File: config.mk
export PLATFORM = sky130hd
export DESIGN_NAME = sm3_hash_engine
export DESIGN_NICKNAME = d
export VERILOG_FILES = /design/src/sv/sm3_pkg.sv /design/src/sv/sm3_ctrl.sv /design/src/sv/sm3_dp.sv /design/src/sv/sm3_hash_engine.sv
export SDC_FILE = /design/constraint.sdc
export NUM_CORES = 2
export LEC_CHECK = 0
export ABC_AREA = 0
export BUFFER_PORTS_ARGS = -buffer_cell sky130_fd_sc_hd__buf_4
export CELL_PAD_IN_SITES_DETAIL_PLACEMENT = 1
export CELL_PAD_IN_SITES_GLOBAL_PLACEMENT = 1
export CORE_MARGIN = 3
export CORE_UTILIZATION = 35
export CTS_CLUSTER_DIAMETER = 80
export CTS_CLUSTER_SIZE = 10
export DETAILED_ROUTE_END_ITERATION = 16
export GPL_TIMING_DRIVEN = 0
export PLACE_DENSITY = 0.59
export SLEW_MARGIN = 20
export SYNTH_ARGS = -nofsm -noshare
export SYNTH_HDL_FRONTEND = slang
export SYNTH_SLANG_ARGS = --single-unit
File: constraint.sdc
create_clock -name clk -period 17.7 [get_ports clk]
set_clock_uncertainty 0.15 [all_clocks]
set_input_delay 3.54 -clock clk [delete_from_list [all_inputs] [get_ports clk]]
set_output_delay 3.54 -clock clk [all_outputs]
set_load 0.02 [all_outputs]
File: src/sv/sm3_pkg.sv
// Shared types, constants and helper functions of the SM3 hash engine.
package sm3_pkg;

    typedef logic [31:0] word_t;

    // Word source for a push into the block window
    typedef logic [2:0] word_sel_t;
    localparam word_sel_t SEL_DATA   = 3'd0;
    localparam word_sel_t SEL_LAST   = 3'd1;
    localparam word_sel_t SEL_MARK   = 3'd2;
    localparam word_sel_t SEL_ZERO   = 3'd3;
    localparam word_sel_t SEL_LEN_HI = 3'd4;
    localparam word_sel_t SEL_LEN_LO = 3'd5;

    localparam word_t T_LOW    = 32'h79CC4519;
    localparam word_t T_HIGH   = 32'h7A879D8A;
    localparam logic [7:0] PAD_MARK = 8'h80;
    localparam word_t MARK_WORD = {PAD_MARK, 24'h000000};

    localparam int ROUNDS = 64;

    localparam word_t IV [8] = '{
        32'h7380166F, 32'h4914B2B9, 32'h172442D7, 32'hDA8A0600,
        32'hA96F30BC, 32'h163138AA, 32'hE38DEE4D, 32'hB0FB0E4E
    };

    // Commands from the controller to the datapath
    typedef struct packed {
        logic      push;
        word_sel_t sel;
        logic      len_add;
        logic      len_last;
        logic      load_work;
        logic      round_en;
        logic [5:0] round;
        logic      fold;
        logic      out_load;
        logic [2:0] out_idx;
        logic      restart;
    } cmd_t;

    function automatic word_t rotl32(input word_t x, input logic [4:0] n);
        logic [63:0] tmp;
        tmp = {x, x} << n;
        return tmp[63:32];
    endfunction

    function automatic word_t perm0(input word_t x);
        return x ^ rotl32(x, 5'd9) ^ rotl32(x, 5'd17);
    endfunction

    function automatic word_t perm1(input word_t x);
        return x ^ rotl32(x, 5'd15) ^ rotl32(x, 5'd23);
    endfunction

    // Round constant, rotated by the round number mod 32
    function automatic word_t round_const(input logic [5:0] j);
        word_t t;
        t = (j < 6'd16) ? T_LOW : T_HIGH;
        return rotl32(t, j[4:0]);
    endfunction

    // Keep the valid leading bytes of a short final word and append the marker
    function automatic word_t pad_word(input word_t data, input logic [2:0] n);
        word_t w;
        case (n)
            3'd0:    w = MARK_WORD;
            3'd1:    w = {data[31:24], PAD_MARK, 16'h0000};
            3'd2:    w = {data[31:16], PAD_MARK, 8'h00};
            3'd3:    w = {data[31:8], PAD_MARK};
            default: w = data;
        endcase
        return w;
    endfunction

endpackage

File: src/sv/sm3_ctrl.sv
// Controller of the SM3 hash engine: word counting, padding sequence, rounds, digest.
module sm3_ctrl (
    input  logic          clk,
    input  logic          rst_n,
    input  logic          data_valid,
    output logic          data_ready,
    input  logic [2:0]    valid_bytes,
    input  logic          last_word,
    output logic          digest_valid,
    input  logic          digest_ready,
    output sm3_pkg::cmd_t cmd
);

    localparam logic [2:0] S_IDLE = 3'd0;
    localparam logic [2:0] S_FILL = 3'd1;
    localparam logic [2:0] S_COMP = 3'd2;
    localparam logic [2:0] S_FOLD = 3'd3;
    localparam logic [2:0] S_OUT  = 3'd4;

    logic [2:0] state_reg, state_next;
    logic [3:0] count_reg, count_next;
    logic [5:0] round_reg, round_next;
    logic [2:0] idx_reg, idx_next;
    logic       mark_reg, mark_next;
    logic       len_reg, len_next;
    logic       pad_reg, pad_next;
    logic       final_reg, final_next;
    logic       dv_reg, dv_next;

    always_comb
    begin
        state_next = state_reg;
        count_next = count_reg;
        round_next = round_reg;
        idx_next   = idx_reg;
        mark_next  = mark_reg;
        len_next   = len_reg;
        pad_next   = pad_reg;
        final_next = final_reg;
        cmd          = '0;
        cmd.sel      = sm3_pkg::SEL_ZERO;
        cmd.round    = round_reg;
        cmd.out_idx  = idx_reg;
        data_ready   = 1'b0;

        case (state_reg)
            S_IDLE:
            begin
                data_ready = 1'b1;
                if (data_valid)
                begin
                    cmd.push    = 1'b1;
                    cmd.len_add = 1'b1;
                    cmd.sel     = sm3_pkg::SEL_DATA;
                    if (last_word)
                    begin
                        cmd.len_last = 1'b1;
                        pad_next     = 1'b1;
                        if (valid_bytes >= 3'd4)
                            mark_next = 1'b1;
                        else
                            cmd.sel = sm3_pkg::SEL_LAST;
                        state_next = S_FILL;
                    end
                end
            end
            S_FILL:
            begin
                cmd.push = 1'b1;
                if (mark_reg)
                begin
                    cmd.sel   = sm3_pkg::SEL_MARK;
                    mark_next = 1'b0;
                end
                else if (len_reg)
                begin
                    cmd.sel    = sm3_pkg::SEL_LEN_LO;
                    final_next = 1'b1;
                end
                else if (count_reg == 4'd14)
                begin
                    cmd.sel  = sm3_pkg::SEL_LEN_HI;
                    len_next = 1'b1;
                end
                else
                    cmd.sel = sm3_pkg::SEL_ZERO;
            end
            S_COMP:
            begin
                cmd.round_en = 1'b1;
                round_next   = round_reg + 6'd1;
                if (round_reg == 6'(sm3_pkg::ROUNDS - 1))
                    state_next = S_FOLD;
            end
            S_FOLD:
            begin
                cmd.fold = 1'b1;
                if (final_reg)
                begin
                    state_next = S_OUT;
                    final_next = 1'b0;
                    pad_next   = 1'b0;
                    len_next   = 1'b0;
                end
                else if (pad_reg)
                    state_next = S_FILL;
                else
                    state_next = S_IDLE;
            end
            S_OUT:
            begin
                if (!dv_reg || digest_ready)
                begin
                    cmd.out_load = 1'b1;
                    idx_next     = idx_reg + 3'd1;
                    if (idx_reg == 3'd7)
                    begin
                        cmd.restart = 1'b1;
                        state_next  = S_IDLE;
                    end
                end
            end
            default:
            begin
                state_next = S_IDLE;
            end
        endcase

        // Count the pushed word; a full block starts the rounds
        if (cmd.push)
        begin
            count_next = count_reg + 4'd1;
            if (count_reg == 4'd15)
            begin
                cmd.load_work = 1'b1;
                round_next    = '0;
                state_next    = S_COMP;
            end
        end

        dv_next = cmd.out_load ? 1'b1 : (digest_ready ? 1'b0 : dv_reg);
    end

    assign digest_valid = dv_reg;

    always_ff @(posedge clk or negedge rst_n)
    begin
        if (!rst_n)
        begin
            state_reg <= S_IDLE;
            count_reg <= '0;
            round_reg <= '0;
            idx_reg   <= '0;
            mark_reg  <= 1'b0;
            len_reg   <= 1'b0;
            pad_reg   <= 1'b0;
            final_reg <= 1'b0;
            dv_reg    <= 1'b0;
        end
        else
        begin
            state_reg <= state_next;
            count_reg <= count_next;
            round_reg <= round_next;
            idx_reg   <= idx_next;
            mark_reg  <= mark_next;
            len_reg   <= len_next;
            pad_reg   <= pad_next;
            final_reg <= final_next;
            dv_reg    <= dv_next;
        end
    end

endmodule

File: src/sv/sm3_dp.sv
// Datapath of the SM3 hash engine: block window, round logic, chaining value, length.
module sm3_dp (
    input  logic                 clk,
    input  logic                 rst_n,
    input  sm3_pkg::cmd_t        cmd,
    input  logic [31:0]          data_word,
    input  logic [2:0]           valid_bytes,
    output logic [31:0]          digest_word,
    output logic [2:0]           digest_index,
    output logic                 digest_last
);

    sm3_pkg::word_t win_reg [16];
    sm3_pkg::word_t work_reg [8];
    sm3_pkg::word_t cv_reg [8];
    logic [63:0]    len_reg;
    logic [31:0]    dword_reg;
    logic [2:0]     didx_reg;
    logic           dlast_reg;

    logic [2:0]     n_clip;
    logic [5:0]     len_inc;
    sm3_pkg::word_t push_word;
    sm3_pkg::word_t new_word;
    sm3_pkg::word_t tc, a12, ss1, ss2, ff, gg, tt1, tt2, w0, w4;

    // Clip the byte count and select the word to push
    always_comb
    begin
        n_clip  = (valid_bytes > 3'd4) ? 3'd4 : valid_bytes;
        len_inc = cmd.len_last ? {n_clip, 3'b000} : 6'd32;
        case (cmd.sel)
            sm3_pkg::SEL_DATA:   push_word = data_word;
            sm3_pkg::SEL_LAST:   push_word = sm3_pkg::pad_word(data_word, n_clip);
            sm3_pkg::SEL_MARK:   push_word = sm3_pkg::MARK_WORD;
            sm3_pkg::SEL_LEN_HI: push_word = len_reg[63:32];
            sm3_pkg::SEL_LEN_LO: push_word = len_reg[31:0];
            default:             push_word = '0;
        endcase
    end

    // Expand the next message word and compute one round
    always_comb
    begin
        w0  = win_reg[0];
        w4  = win_reg[4];
        new_word = sm3_pkg::perm1(win_reg[0] ^ win_reg[7] ^ sm3_pkg::rotl32(win_reg[13], 5'd15))
                   ^ sm3_pkg::rotl32(win_reg[3], 5'd7) ^ win_reg[10];
        tc  = sm3_pkg::round_const(cmd.round);
        a12 = sm3_pkg::rotl32(work_reg[0], 5'd12);
        ss1 = sm3_pkg::rotl32(a12 + work_reg[4] + tc, 5'd7);
        ss2 = ss1 ^ a12;
        if (cmd.round < 6'd16)
        begin
            ff = work_reg[0] ^ work_reg[1] ^ work_reg[2];
            gg = work_reg[4] ^ work_reg[5] ^ work_reg[6];
        end
        else
        begin
            ff = (work_reg[0] & work_reg[1]) | (work_reg[0] & work_reg[2])
                 | (work_reg[1] & work_reg[2]);
            gg = (work_reg[4] & work_reg[5]) | (~work_reg[4] & work_reg[6]);
        end
        tt1 = ff + work_reg[3] + ss2 + (w0 ^ w4);
        tt2 = gg + work_reg[7] + ss1 + w0;
    end

    // Shift the window on a push or a round
    always_ff @(posedge clk)
    begin
        if (cmd.push || cmd.round_en)
        begin
            for (int i = 0; i < 15; i++)
                win_reg[i] <= win_reg[i + 1];
            win_reg[15] <= cmd.push ? push_word : new_word;
        end
    end

    // Load the working variables or advance one round
    always_ff @(posedge clk)
    begin
        if (cmd.load_work)
        begin
            for (int i = 0; i < 8; i++)
                work_reg[i] <= cv_reg[i];
        end
        else if (cmd.round_en)
        begin
            work_reg[0] <= tt1;
            work_reg[1] <= work_reg[0];
            work_reg[2] <= sm3_pkg::rotl32(work_reg[1], 5'd9);
            work_reg[3] <= work_reg[2];
            work_reg[4] <= sm3_pkg::perm0(tt2);
            work_reg[5] <= work_reg[4];
            work_reg[6] <= sm3_pkg::rotl32(work_reg[5], 5'd19);
            work_reg[7] <= work_reg[6];
        end
    end

    // Fold the block into the chaining value; restart from the IV after a digest
    always_ff @(posedge clk or negedge rst_n)
    begin
        if (!rst_n)
        begin
            for (int i = 0; i < 8; i++)
                cv_reg[i] <= sm3_pkg::IV[i];
            len_reg <= '0;
        end
        else
        begin
            if (cmd.restart)
            begin
                for (int i = 0; i < 8; i++)
                    cv_reg[i] <= sm3_pkg::IV[i];
            end
            else if (cmd.fold)
            begin
                for (int i = 0; i < 8; i++)
                    cv_reg[i] <= cv_reg[i] ^ work_reg[i];
            end
            if (cmd.restart)
                len_reg <= '0;
            else if (cmd.len_add)
                len_reg <= len_reg + {58'd0, len_inc};
        end
    end

    // Hold the outgoing digest word
    always_ff @(posedge clk)
    begin
        if (cmd.out_load)
        begin
            dword_reg <= cv_reg[cmd.out_idx];
            didx_reg  <= cmd.out_idx;
            dlast_reg <= (cmd.out_idx == 3'd7);
        end
    end

    assign digest_word  = dword_reg;
    assign digest_index = didx_reg;
    assign digest_last  = dlast_reg;

endmodule

File: src/sv/sm3_hash_engine.sv
// Top level of the SM3 hash engine: controller and datapath.
//
//  channel   direction  handshake                   word contents
//  data      in         data_valid / data_ready     data_word, valid_bytes, last_word
//  digest    out        digest_valid / digest_ready digest_word, digest_index, digest_last
//
// A message word is taken while data_ready is high; the sixteenth word of a block starts the
// 64-round compression, one round per cycle, followed by a fold of the result into the
// chaining value; the round loop sets the rate, as no new word is taken until the fold is done.
// The final word adds the padding words and one or two compressions, then eight digest
// words leave one per cycle while digest_ready is high.
// data_ready is low during padding, compression and digest output; a held digest
// word does not stop the next message from entering. Reset is immediate, no sweep.
module sm3_hash_engine (
    input  logic        clk,
    input  logic        rst_n,
    input  logic        data_valid,
    output logic        data_ready,
    input  logic [31:0] data_word,
    input  logic [2:0]  valid_bytes,
    input  logic        last_word,
    output logic        digest_valid,
    input  logic        digest_ready,
    output logic [31:0] digest_word,
    output logic [2:0]  digest_index,
    output logic        digest_last
);

    sm3_pkg::cmd_t cmd;

    sm3_ctrl u_ctrl (
        .clk          (clk),
        .rst_n        (rst_n),
        .data_valid   (data_valid),
        .data_ready   (data_ready),
        .valid_bytes  (valid_bytes),
        .last_word    (last_word),
        .digest_valid (digest_valid),
        .digest_ready (digest_ready),
        .cmd          (cmd)
    );

    sm3_dp u_dp (
        .clk          (clk),
        .rst_n        (rst_n),
        .cmd          (cmd),
        .data_word    (data_word),
        .valid_bytes  (valid_bytes),
        .digest_word  (digest_word),
        .digest_index (digest_index),
        .digest_last  (digest_last)
    );

    // A full block starts at round zero
    assert property (@(posedge clk) disable iff (!rst_n)
        cmd.load_work |=> cmd.round_en && cmd.round == 6'd0)
        else $error("compression did not start at round zero");

    // The fold follows the last round
    assert property (@(posedge clk) disable iff (!rst_n)
        cmd.fold |-> $past(cmd.round_en) && $past(cmd.round) == 6'd63)
        else $error("fold without a completed round loop");

    // The eighth digest word returns the engine to idle
    assert property (@(posedge clk) disable iff (!rst_n)
        cmd.out_load && cmd.out_idx == 3'd7 |=> data_ready && digest_last && digest_valid)
        else $error("engine not idle after the last digest word");

endmodule
==> impl_metrics.tcl <==
set metrics [dict create \
    yosysUniqueCellTypes 97 \
    finalWorstSetupSlack_ns 3.61 \
    synth_nets 5624 \
    synth_edf_count 804 \
    post_drt_via_cell_ratio 5.40 \
    timing.rr.start "u_ctrl.round_reg[4]" \
    min_to "u_dp.win_reg[1][202]" \
    wire_per_inst_um 31.1 \
    coreArea_um2 170000 \
    required_ns 18.08 \
    synth_flop_cell "edfxtp_1" \
    die_area_um2 177000 \
    cts_root_buf "clkbuf_16" \
    chipWidth_um 421 \
    hp-start "u_dp.win_reg[1][234]" \
    clk_latency_ns 0.79 \
    hold_violations 0 \
    synth.ff_latch_count 1142 \
    cts_buffer_depth 3 \
    worst_pin_slew_ns 1.26 \
    firstDrtPassIters 6 \
    std_cell_rows 151 \
    cts_tree "built" \
    slew_headroom_pct 16.2 \
    antenna_found_initial 7 \
    path_max_fanout 13 \
    area_growth_pct 13.9 \
    holdPathStages 0 \
    start_util_pct 35.4 \
    cts.clk_slew.worst_paths_ns 0.06 \
    reg2reg_to "u_dp.work_reg[0][155]" \
    endpoint_kind "flop" \
    clock-sinks 1142 \
    drtIter0Drc 4089 \
    synth_area_um2 60200 \
    maxCapViolCount 0 \
    slowest_stage "clkbuf_1" \
    overflow 0 \
    worst-r2r-setup-slack_ns 3.61 \
    worst_path_largest_cell_delay_ns 0.80 \
    grt_start_max_net_pins 75 \
    grt_pass1_wl_mm 341 \
    numCtsBuffers 137 \
    routed_wl_mm 244 \
    yosysSeqAreaShare_pct 54.4 \
    avgSynthCellArea_um2 11.4 \
    post-route-drc-count 0 \
    cts_resized 0 \
    die_h_um 421 \
    gp_congestion 0.973 \
    vias 42474 \
    fin_nets 5865 \
    synthCells 5289 \
    fmax_mhz 70.9 \
    fin_crit_sh_pct 79.6 \
    cpMostUsedCell "fa_1" \
    cts.htree.levels 4 \
    critical_path_class "flop to flop" \
    rsz0062_at_grt "false" \
    track_usage_pct 27.8 \
    drv_slew 0 \
    nFillCells 18400 \
    dp_slack_ns 3.82 \
    io_pins 78 \
    postCtsSetupBuffers 0 \
    hold_buffers 0 \
    grt_pass1_vias 43282 \
    setup_violations 0 \
    ys_warn_count 0 \
    hold_path.class "flop to flop" \
    min_period_ns 14.09 \
    crit_arrival_ns 14.47 \
    status "finished, final reports clean" \
    layout-drive-gt1-share_pct 10.7 \
    async_reset_ff_share_pct 29.6 \
    io_buffers 77 \
    ant_nets 0 \
    dp_hpwl_mm 190 \
    worst_setup_path_start_kind "flop" \
    ff2ff_path_depth 38 \
    largest_reg_flops 512 \
]
[cell families (layout without fill, tap and decap cells)]
family                     count (synthesis)  after routing  share of synthesized area [%]
AOI/OAI and AO/OA                        614            614                           6.28
xor gates and xnor gates                 748            748                           11.0
adders and majority gates                296            296                           8.51
buffers and inverters                    452            802                           2.83
DFF                                     1142           1142                           54.4
muxes                                    160            160                           4.11
other                                      0              4                              0
and+or+nand+nor                         1877           1877                           12.8
[Yosys cell counts (all sizes together), types with 12 or more instances]
cell	count	area [um^2]
or3	18	118
a31oi	34	231
inv	237	890
a211oi	18	145
mux4	64	1440
nand2b	21	131
nand3	50	260
buf	32	126
xor2	454	3990
mux2i	38	380
ha	106	1330
a21oi	175	891
nand2	1302	4890
dfstp	119	3130
mux2	58	653
fa	189	3780
dfrtp	219	5480
nand3b	19	143
o21a	12	90.1
edfxtp	804	24100
xnor2	290	2560
nor3	39	195
clkbuf	182	683
nor2	332	1260
nand4	28	205
a21o	36	270
o211ai	28	225
and2	15	93.8
and3	18	113
o21ai	216	1080
o31ai	12	104
[cells in the final DEF (no fill, tap or decap), types with 64 or more instances in the layout]
master	n
a21oi_1	173
buf_4	77
clkbuf_1	242
clkbuf_16	138
dfrtp_1	219
dfstp_2	119
edfxtp_1	804
fa_1	189
ha_1	106
inv_1	235
mux4_2	64
nand2_1	1299
nor2_1	329
o21ai_0	179
xnor2_1	286
xor2_1	448
[worst max-delay path, delay by kind of cell (launching register included)]
family                   cells  cell delay [ns]
flip-flops                   1             0.32
AO/OA/AOI/OAI               13             3.50
adder cells (fa/ha/maj)      7             3.19
buffers and inverters        8             3.62
multiplexers                 1             0.17
XOR/XNOR                     3             1.57
AND/OR/NAND/NOR              6             1.29
[layer usage]
layer / part of all wire, % / track usage, %
met2: 45 / 43.0
met3: 6.3 / 4.36
met4: 6.1 / 14.4
met5: 0.0037 / 0
met1: 43 / 37.7
[cell type report]
| type | instances | area, um^2 | area share, % |
|---|---|---|---|
| sequential | 1142 | 32800 | 47.8 |
| multi-input combinational | 3695 | 25800 | 37.6 |
| clock buffer | 226 | 3800 | 5.55 |
| tap | 2218 | 2780 | 4.05 |
| timing repair buffer | 102 | 1180 | 1.73 |
| inverter | 238 | 896 | 1.31 |
| buffer | 214 | 847 | 1.24 |
| clock inverter | 22 | 465 | 0.679 |
| antenna | 4 | 10.0 | 0.0146 |
[stage by stage]
step | utilization [%] | hold WS (ns) | instance area, um^2 | setup TNS (ns) | cells
after global placement | 37.4 | 0.250 | 63500 | -2101.75 | 7584
after floorplan | - | 0.250 | 60200 | 0 | 5289
after detailed placement | 37.8 | 0.255 | 64200 | 0 | 7609
after CTS | 40.3 | 0.239 | 68500 | 0 | 7857
after global routing | 40.3 | 0.247 | 68500 | 0 | 7858
final | 40.3 | 0.228 | 68500 | 0 | 7861
[worst max path at each step]
stage / start / endpoint / slack, ns
2_1_floorplan: data_valid / u_dp.win_reg[0][0] / 1.59
3_3_place_gp: u_ctrl.state_reg[0] / u_dp.win_reg[0][126] / -4.14
3_5_place_dp: u_ctrl.round_reg[4] / u_dp.work_reg[0][155] / 3.82
4_1_cts: u_ctrl.round_reg[4] / u_dp.work_reg[0][155] / 3.83
5_1_grt: u_ctrl.round_reg[4] / u_dp.work_reg[0][155] / 3.15
6_report: u_ctrl.round_reg[4] / u_dp.work_reg[0][155] / 3.61
Power is not shown: default switching activity piles up to over one toggle a cycle in this logic, so the estimate is an artifact.
